===== config.mk =====
export PLATFORM = sky130hd
export DESIGN_NAME = mcu_fifo
export DESIGN_NICKNAME = d
export VERILOG_FILES = /design/src/mcu_pkg.sv /design/src/mcu_fifo.sv
export SDC_FILE = /design/constraint.sdc
export NUM_CORES = 1
export LEC_CHECK = 0
export BUFFER_PORTS_ARGS = -buffer_cell sky130_fd_sc_hd__buf_2
export CORE_MARGIN = 4
export CORE_UTILIZATION = 40
export CTS_CLUSTER_DIAMETER = 200
export DETAILED_ROUTE_END_ITERATION = 12
export PLACE_DENSITY = 0.64
export SETUP_SLACK_MARGIN = 0.5
export SLEW_MARGIN = 20
export SYNTH_ARGS = -nofsm -noshare
export SYNTH_HDL_FRONTEND = slang
export SYNTH_SLANG_ARGS = --single-unit
export TNS_END_PERCENT = 1

===== constraint.sdc =====
create_clock -name clk -period 1.8 [get_ports clk]
set_input_delay 0.36 -clock clk [delete_from_list [all_inputs] [get_ports clk]]
set_output_delay 0.36 -clock clk [all_outputs]
set_load 0.01 [all_outputs]

===== src/mcu_pkg.sv =====
// ----------------------------------------------------------------------------
// Multistage filter package
// Shared constants, register indexes, word types and back-end states.
// ----------------------------------------------------------------------------
package mcu_pkg;

	localparam int NUM_STAGES_DEF  = 4;
	localparam int STAGE_DEPTH_DEF = 1024;
	localparam int COUNT_BITS_DEF  = 32;
	localparam int QUEUE_DEPTH     = 2;
	localparam int CFG_IDX_BITS    = 3;
	localparam int CFG_DATA_BITS   = 64;
	localparam int BYTE_BITS       = 32;
	localparam int KEY_BITS        = 64;
	localparam int NUM_MULTS       = 4;

	localparam logic [31:0] THRESHOLD_RST = 32'd65536;
	localparam logic [63:0] MULT0_RST = 64'd11400714819323198485;
	localparam logic [63:0] MULT1_RST = 64'd14029467366897019727;
	localparam logic [63:0] MULT2_RST = 64'd1609587929392839161;
	localparam logic [63:0] MULT3_RST = 64'd9650029242287828579;

	typedef enum logic [CFG_IDX_BITS-1:0] {
		REG_THRESHOLD = 3'd0,
		REG_MULT0     = 3'd1,
		REG_MULT1     = 3'd2,
		REG_MULT2     = 3'd3,
		REG_MULT3     = 3'd4
	} reg_idx_t;

	typedef struct packed {
		logic        mode;
		logic [63:0] flow_key;
		logic [31:0] byte_count;
	} pkt_word_t;

	typedef struct packed {
		logic        passed;
		logic [31:0] min_count;
	} verdict_word_t;

	typedef enum logic [2:0] {
		BK_INIT,
		BK_IDLE,
		BK_UPDATE,
		BK_CLEAR,
		BK_FLUSH
	} bk_state_t;

endpackage


===== src/mcu_fifo.sv =====
// ----------------------------------------------------------------------------
// Multistage filter queue
// Small register queue between the front and back ends.
// ----------------------------------------------------------------------------
module mcu_fifo #(
	parameter int WIDTH = 8,
	parameter int DEPTH = mcu_pkg::QUEUE_DEPTH
) (
	input  logic             clk,
	input  logic             arst_n,
	input  logic             push,
	output logic             not_full,
	input  logic [WIDTH-1:0] wdata,
	input  logic             pop,
	output logic             not_empty,
	output logic [WIDTH-1:0] rdata
);

	localparam int PTRW = (DEPTH > 1) ? $clog2(DEPTH) : 1;
	localparam int CNTW = $clog2(DEPTH + 1);

	logic [WIDTH-1:0] slot_q [DEPTH];
	logic [PTRW-1:0]  wr_ptr_q, rd_ptr_q;
	logic [CNTW-1:0]  count_q;
	logic             do_push, do_pop;

	assign not_full  = count_q != CNTW'(DEPTH);
	assign not_empty = count_q != '0;
	assign do_push   = push && not_full;
	assign do_pop    = pop && not_empty;
	assign rdata     = slot_q[rd_ptr_q];

	always_ff @(posedge clk or negedge arst_n) begin
		if (!arst_n) begin
			wr_ptr_q <= '0;
			rd_ptr_q <= '0;
			count_q  <= '0;
		end else begin
			if (do_push)
				wr_ptr_q <= (wr_ptr_q == PTRW'(DEPTH - 1)) ? '0 : wr_ptr_q + 1'b1;
			if (do_pop)
				rd_ptr_q <= (rd_ptr_q == PTRW'(DEPTH - 1)) ? '0 : rd_ptr_q + 1'b1;
			count_q <= count_q + CNTW'(do_push) - CNTW'(do_pop);
		end
	end

	always_ff @(posedge clk) begin
		if (do_push)
			slot_q[wr_ptr_q] <= wdata;
	end

endmodule


# == Word-level counts from Yosys, hierarchy flattened ==
# Memories as Yosys holds them, arrays and structs flattened.
# Cells that the tools add are included.
# word_totals
inputBits,12
latch_bits,0
wordCells,16
rom_bits,0
mem_bits_rw,16
n_memories,1
reg_bits,4
# mem_list
name,depth,width,rd,rd_ports_with_merged_regs,wr,line_no,rtl
slot_q,2,8,1,0,1,mcu_fifo.sv:22,logic [WIDTH-1:0] slot_q [DEPTH];
# op_classes
div_mod_pow,0
n_addsub,4
n_eq_ne,1
shift,0
magnitude_cmp,0
n_mux,4
bitwise,0
n_reduce_logical,3
multipliers,0
# op_table
cell,n
$mux 1,4
$add 1x1->1 const B,2
$add 2x1->2,1
$logic_and 1x1->1,2
$ne 2x2->1 const B,1
$reduce_bool 2->1,1
$sub 2x1->2,1

# == Logic depth before layout (Yosys ltp) ==
# Gate-level depths: netlist of run 1.
# depth
word_depth,4
mapped_depth,5
mapped_depth_nobuf,5

# == Worst setup path before layout of run 1 ==
# OpenSTA, ideal clock, no wires.
# synth_path
kind,reg-to-reg
from,register count_q[0]
to,memory slot_q[0][0] (enable)
t_arrival_ns,1.072
path_slack_ns,0.357
required_ns,1.430
stages_incl_launch_ff,4
setup_time_ns,0.370
n_path_buf,0
cell_sequence,dfrtp_1 nand2b_1 nand2_1 nor2_1
# synth_between
elab_chain_cells,4
# synth_rtl
element,line_no,rtl
"start, declared",mcu_fifo.sv:24,logic [CNTW-1:0] count_q;
"start signal, assigned",mcu_fifo.sv:43,count_q <= count_q + CNTW'(do_push) - CNTW'(do_pop);
$ne 2x2->1,mcu_fifo.sv:27,assign not_full = count_q != CNTW'(DEPTH);
named net not_full,mcu_fifo.sv:12,"output logic not_full,"
$logic_and 1x1->1,mcu_fifo.sv:29,assign do_push = push && not_full;
$mux 1,mcu_fifo.sv:48,if (do_push)
$mux 1 (implied by the code),mcu_fifo.sv:49,slot_q[wr_ptr_q] <= wdata;
"end, declared",mcu_fifo.sv:22,
# The timed path passes the listed nets, and every way through them passes these cells.

# == Worst setup path after layout of run 1 ==
# layout_path
from,register rd_ptr_q
to,output port rdata[2]
# layout_between
elab_chain_cells,1
# layout_rtl
element,line_no,rtl
"start, declared",mcu_fifo.sv:23,"logic [PTRW-1:0] wr_ptr_q, rd_ptr_q;"
"start signal, assigned",mcu_fifo.sv:42,rd_ptr_q <= (rd_ptr_q == PTRW'(DEPTH - 1)) ? '0 : rd_ptr_q + 1'b1;
$mem_v2 2x8,--,
"end, declared",mcu_fifo.sv:16,output logic [WIDTH-1:0] rdata
# No other way between the ends.

==> qor.csv, run 1 <==
stage,metric,value,unit
yosys,synth_cells,47,
yosys,synthMuxAreaShare,11.13,%
floorplanning,core,1942,um2
routing,firstDrtPassIters,4,
yosys,syn_area,809.5,um2
clocking,ctsHtreeMaxLevel,1,
placed_design,post-dp-hpwl,878.2,um
yosys,yosys.area.top_type,edfxtp_1,
clocking,numClockSinks,20,
yosys,synth.avg_cell_area,17.22,um2
routing,vias,468,
floorplanning,start_util,41.69,%
placed_design,place_congestion,0.6796,
yosys,synth_edf_count,16,
timing,fin_crit_sh,89.96,%
global_routing,grt_usage,10.43,%
setup_path,crit_start,rd_ptr_q$_DFFE_PN0P_,
yosys,synth_compound_area_share,3.709,%
global_routing,grt_pass1_vias,460,
yosys,yosysWarnings,0,
setup_path,slowest_delay,0.39,ns
routing,wl_per_cell,12.17,um
cells_and_area,synthToLayoutAreaGrowth,28.44,%
timing,clock_skew,0.002861,ns
floorplanning,row_count,16,
cells_and_area,final_layout_size_suffix_gt1_share,52.63,%
yosys,synth_most_common_cell,edfxtp_1,
yosys,ys_types,17,
clocking,clockRootBuffer,clkbuf_4,
pwr,p_per_area,1510,nW/um2
floorplanning,fp.dieW,52.99,um
setup_path,worst_setup_path_start_kind,flop,
setup_path,critPathKind,reg2out,
global_routing,overflow,0,
setup_path,arrival,1.26,ns
routing,totalWireLength,1.253,mm
routing,drc,0,
routing,routed_via_density,4.544,
setup_path,cp-end-kind,output port,
yosys,synth_top_area_share,59.35,%
setup_path,crit_slowest_cell,dfrtp_2,
yosys,synthFlopType,edfxtp_1,
global_routing,grt_pass1_wl,1.966,mm
yosys,ys_async_sr_fraction,20.00,%
floorplanning,fp.dieArea,2807,um2
pwr,p_leak,0.4111,nW
clocking,cts_tree,built,
yosys,netlist_top_cells_area,"edfxtp_1, dfrtp_1, mux2_2",
clocking,clk_pin_slew,0.10,ns
yosys,synth-adder-area-share,1.546,%
timing,final_max_slew_viol_count,0,
yosys,synth_seq_cells,20,
global_routing,antenna_found_initial,0,
yosys,ys_seq_area_share,71.72,%
timing,final-setup-viol-count,0,
yosys,synth_common_cells,"edfxtp_1, mux2_2, dfrtp_1",
setup_path,crit_cells,3,
clocking,clk-insertion-delay-late,0.29,ns
setup_path,critPathMostFrequentCell,buf_6,
floorplanning,ios,22,
yosys,synth_nets,60,
timing,clock.fmax,617.6,MHz
min_path,worst_hold_path_type,in2reg,
placed_design,io_buffers,21,
setup_path,worstPathBufferInverterCount,2,
timing,hold_violations,0,
global_routing,grt_max_degree,12,
timing,setup-tns-final,0,ns
outcome,outcome,"complete, no violations",
routing,ant_nets,0,
setup_path,r2r_cells,3,
setup_path,worstPathRequired,1.44,ns
setup_path,reg2reg_slack,0.39,ns
cells_and_area,diodes,0,
job,cap_violations,0,
timing,worst_pin_slew,0.4273,ns
setup_path,r2r-end,slot_q[0][5]$_DFFE_PP_,
timing,relSlewSlack,71.48,%
setup_path,cp_max_fo,5,
pwr,ir_worst_vdd,0.6738,mV
cells_and_area,postLayoutCoreUtil,53.54,%
yosys,synth-simple-area-share,8.037,%
timing,fin_crit,1.619,ns
clocking,cts_buffer_depth,2,
setup_path,crit-reg2reg-launch,count_q[0]$_DFF_PN0_,
yosys,synth_top_family_by_area,multiplexers,
floorplanning,dieHeight,52.99,um
yosys,synth_xor_area_share,3.246,%
cells_and_area,final_net_count,90,
setup_path,cp_top_family,flip-flops,
routing,initialDrtViolationCount,3,
timing,rsz0062_at_grt,yes,
setup_path,crit_end,rdata[2],
clocking,cts_buffers,3,
setup_path,path_cells,buf_6 > mux2_2 > buf_6,
through the flow:
stage / hold WS (ns) / area [um2] / cells / worst slack, ns / power (W)
3_5_place_dp: 0.1773 / 945.9 / 94 / 0.3453 / 0.001257
2_1_floorplan: 0.06441 / 812.0 / 47 / 0.5004 / 0.001086
3_3_place_gp: 0.1733 / 945.9 / 94 / 0.3604 / 0.001242
6_report: 0.2484 / 1040 / 103 / 0.1807 / 0.001570
4_1_cts: 0.2404 / 1010 / 102 / 0.1730 / 0.001528
5_1_grt: 0.2257 / 1040 / 103 / 0.1334 / 0.001670
how the worst min path moves through the flow:
stage,startpoint,slack [ns],depth (start not counted),to
after floorplan,arst_n,0.06,0,count_q[0]$_DFF_PN0_
after global placement,arst_n,0.17,1,wr_ptr_q$_DFFE_PN0P_
after global routing,wdata[1],0.23,1,slot_q[0][1]$_DFFE_PP_
after CTS,wdata[1],0.24,1,slot_q[0][1]$_DFFE_PP_
after detailed placement,arst_n,0.18,1,wr_ptr_q$_DFFE_PN0P_
final,wdata[1],0.25,1,slot_q[0][1]$_DFFE_PP_
routing by layer:
layer,vias to the layer above,track usage (%),part of all wire [%]
met2,14,17.15,50
met5,-,0,0
met4,0,10.21,3.7
met1,215,10.69,41
met3,4,2.254,5.7
li1,235,-,-
power breakdown:
| group | total, W | switching, W | internal (W) |
|---|---|---|---|
| clock | 0.000207 | 0.000126 | 0.0000807 |
| sequential | 0.000722 | 0.0000741 | 0.000648 |
| combinational | 0.000641 | 0.000274 | 0.000367 |
cell usage in the layout (no fill, tap or decap):
master         count
o21ai_0            1
mux2_2             8
clkbuf_4           3
nand3_1            1
dlygate4sd3_1      1
nor4bb_2           1
edfxtp_1          16
xnor2_1            3
buf_4              2
dfrtp_1            3
o21ba_1            1
nor2_1             2
or2_1              1
nor2b_1            1
buf_6              5
nand2_1            2
nand2b_1           1
nor2_2             1
ha_1               1
clkinv_1           1
dfrtp_2            1
and3_1             1
a311oi_2           1
buf_2             18
repair_timing:
item | in CTS | in global routing
hold buffers | 1 | 0
gates cloned | 0 | 0
buffers inserted | 3 | 1
setup endpoints to repair | 27 | 28
hold endpoints to repair | 4 | 0
resized for setup | 3 | 4
layout make-up:
class	count	area [um2]
Fill cell	161	902.1
Sequential cell	20	581.8
Multi-Input combinational cell	26	226.5
Timing Repair Buffer	26	171.4
Tap cell	27	33.78
Clock buffer	3	22.52
Clock inverter	1	3.754
state kept, by name, indices dropped and copies added, names as in the netlist:
signal and cells:
rd_ptr_q 1, wr_ptr_q 1, slot_q 16, count_q 2
worst register-to-register path, cell delays in order, from the launching register on:
cell and delay (ns):
dfrtp_1 0.46, nand2b_1 0.17, nand2_1 0.10, nor2_2 0.35
kinds of logic after synthesis:
| group | after synthesis |
|---|---|
| adder cells (fa/ha/maj) | 1 |
| XOR/XNOR | 3 |
| multiplexers | 8 |
| buffers and inverters | 1 |
| AO/OA/AOI/OAI | 3 |
| flip-flops | 20 |
| AND/OR/NAND/NOR | 11 |
(Power assumes the default switching activity.)
==> run 2, diff against run 1 <==
--- a/config.mk
+++ b/config.mk
@@ -6,11 +6,11 @@
 export NUM_CORES = 1
 export LEC_CHECK = 0
 export BUFFER_PORTS_ARGS = -buffer_cell sky130_fd_sc_hd__buf_2
-export CORE_MARGIN = 4
 export CORE_UTILIZATION = 40
 export CTS_CLUSTER_DIAMETER = 200
+export CTS_CLUSTER_SIZE = 14
 export DETAILED_ROUTE_END_ITERATION = 12
-export PLACE_DENSITY = 0.64
+export PLACE_DENSITY_LB_ADDON = 0.3
 export SETUP_SLACK_MARGIN = 0.5
 export SLEW_MARGIN = 20
 export SYNTH_ARGS = -nofsm -noshare
==> run 2 against run 1 <==
Effect of this change: utilization rose by 3.7 points; non-clock buffer count down 2; die area fell by 21%; final cell count decreased by 3.9%; clock power is 20% higher; largest cell class unchanged; highest routed layer is now met3.
==> qor.csv, run 2 (synthesized netlist as in run 1, its figures left out) <==
stage,metric,value,unit,change
outcome,outcome,"complete, no violations",,
cells_and_area,seq_area,581.8,um2,unchanged
timing,hold_violations,0,,unchanged
clocking,numClockSinks,20,,unchanged
timing,final-setup-viol-count,0,,unchanged
floorplanning,fp.dieW,46.99,um,-11%
setup_path,cp_max_fo,5,,unchanged
placed_design,placed_cells,92,,-2.1%
routing,routed_via_density,4.727,,+4.0%
setup_path,critPathKind,reg2out,,
clocking,clk-insertion-delay-late,0.29,ns,about the same
timing,rsz0062_at_grt,yes,,
timing,worst_pin_slew,0.4261,ns,-0.001148 ns
routing,totalWireLength,1.192,mm,-4.9%
cells_and_area,stdcell_count,99,,-3.9%
setup_path,arrival,1.25,ns,about the same
clocking,clockRootBuffer,clkbuf_4,,
clocking,cts_buffers,3,,unchanged
pwr,p_per_area,1530,nW/um2,+1.3%
setup_path,worst_setup_path_start_kind,flop,,
global_routing,grt_pass1_wl,1.849,mm,-6.0%
pwr,ir_worst_vdd,0.9772,mV,+45%
routing,drc,0,,unchanged
pwr,p_leak,0.4071,nW,-0.97%
cells_and_area,final_net_count,88,,-2.2%
routing,firstDrtPassIters,2,,-2
timing,clock.fmax,620.0,MHz,+0.39%
floorplanning,core,1802,um2,-7.2%
cells_and_area,largest-register,slot_q,,
timing,final_max_slew_viol_count,0,,unchanged
global_routing,antenna_found_initial,0,,unchanged
global_routing,grt_max_degree,12,,unchanged
global_routing,grt_usage,12.98,%,+2.5 points
timing,whs,0.2517,ns,+0.003252 ns
cells_and_area,final_layout_size_suffix_gt1_share,52.70,%,+0.071 points
placed_design,place_congestion,0.6295,,-7.4%
timing,fin_crit,1.613,ns,-0.006309 ns
clocking,cts_buffer_depth,2,,unchanged
routing,wl_per_cell,12.04,um,-1.0%
cells_and_area,fin_area,1032,um2,-0.72%
cells_and_area,largest_reg_flops,16,,unchanged
timing,clock_skew,0.004502,ns,+0.001641 ns
job,cap_violations,0,,unchanged
floorplanning,row_count,15,,-1
clocking,ctsHtreeMaxLevel,1,,unchanged
setup_path,worstPathRequired,1.44,ns,about the same
timing,relSlewSlack,71.56,%,+0.077 points
cells_and_area,most-common-layout-cells,"buf_2, edfxtp_1, mux2_2",,
floorplanning,fp.dieArea,2208,um2,-21%
floorplanning,ios,22,,unchanged
routing,vias,468,,unchanged
routing,ant_nets,0,,unchanged
timing,setup-tns-final,0,ns,unchanged
cells_and_area,synthToLayoutAreaGrowth,27.51,%,
clocking,clk_pin_slew,0.11,ns,about the same
floorplanning,dieHeight,46.99,um,-11%
cells_and_area,diodes,0,,unchanged
placed_design,postPlaceCellArea,943.4,um2,-0.26%
global_routing,overflow,0,,unchanged
timing,fin_crit_sh,89.61,%,-0.35 points
cells_and_area,postLayoutCoreUtil,57.29,%,+3.7 points
min_path,worst_hold_path_type,in2reg,,
cells_and_area,final_common_cell,buf_2,,
cells_and_area,n_fill_cell,166,,+3.1%
placed_design,post-dp-hpwl,856.9,um,-2.4%
floorplanning,start_util,44.93,%,+3.2 points
setup_path,cp-end-kind,output port,,
cells_and_area,top_regs,"slot_q (16), count_q (2)",,
placed_design,io_buffers,21,,unchanged
global_routing,grt_pass1_vias,440,,-4.3%
cells_and_area,multiInputGateArea,226.5,um2,unchanged
routing,initialDrtViolationCount,7,,+4
clocking,cts_tree,built,,
run 2: cell count changes in the layout (fill, tap and decap cells not counted), sizes merged:
cell / before / now
buf: 25 / 23
clkinv: 1 / 0
clkbuf: 3 / 4
run 2: final cells by class:
class / instances / share of cell area [%]
Tap cell: 25 / 3.030
Clock buffer: 4 / 3.515
Sequential cell: 20 / 56.36
Multi-Input combinational cell: 26 / 21.94
Timing Repair Buffer: 24 / 15.15
run 2: worst max-delay path: stages, from the launching register on:
cell,delay [ns]
dfrtp_2,0.39
buf_6,0.12
mux2_2,0.34
buf_6,0.12
run 2: report_power, final:
| part | switching [W] | total [W] | leakage (nW) | internal [W] |
|---|---|---|---|---|
| combinational | 0.000271 | 0.000610 | 0.191 | 0.000339 |
| clock | 0.000125 | 0.000248 | 0.0210 | 0.000123 |
| sequential | 0.0000726 | 0.000720 | 0.195 | 0.000648 |
| total | 0.000469 | 0.00158 | 0.407 | 0.00111 |
run 2: final timing paths:
path                                      start                      to  slack, ns  cells after the start
max in group asynchronous                arst_n    rd_ptr_q$_DFFE_PN0P_       1.28                      2
hold reg to reg            wr_ptr_q$_DFFE_PN0P_    wr_ptr_q$_DFFE_PN0P_       0.52                      1
setup / recovery           rd_ptr_q$_DFFE_PN0P_                rdata[7]       0.19                      3
hold / removal                         wdata[3]  slot_q[0][3]$_DFFE_PP_       0.25                      1
min in group asynchronous                arst_n    wr_ptr_q$_DFFE_PN0P_       0.39                      2
setup reg to reg           count_q[0]$_DFF_PN0_  slot_q[0][7]$_DFFE_PP_       0.40                      3
run 2: what timing repair did:
| item | in CTS | in global routing |
|---|---|---|
| gates resized for setup | 6 | 2 |
| setup buffers | 2 | 0 |
| endpoints found under the hold margin | 4 | 0 |
| setup endpoints to repair | 27 | 28 |
| hold buffers | 1 | 0 |
run 2: metal layers:
metal	share of wire [%]	routed length, um	vias up	global-route usage [%]
li1	-	-	233	-
met1	41	493	219	15.08
met2	52	622	16	20.83
met3	6.4	76	0	6.154
met4	0	0	0	5.143
met5	0	0	-	0
run 2: stage by stage:
stage | total power, W | setup WS, ns
after CTS | 0.001575 | 0.1756
after global placement | 0.001239 | 0.3556
final | 0.001579 | 0.1870
after detailed placement | 0.001253 | 0.3594
after global routing | 0.001684 | 0.1175
after floorplan | 0.001086 | 0.5004
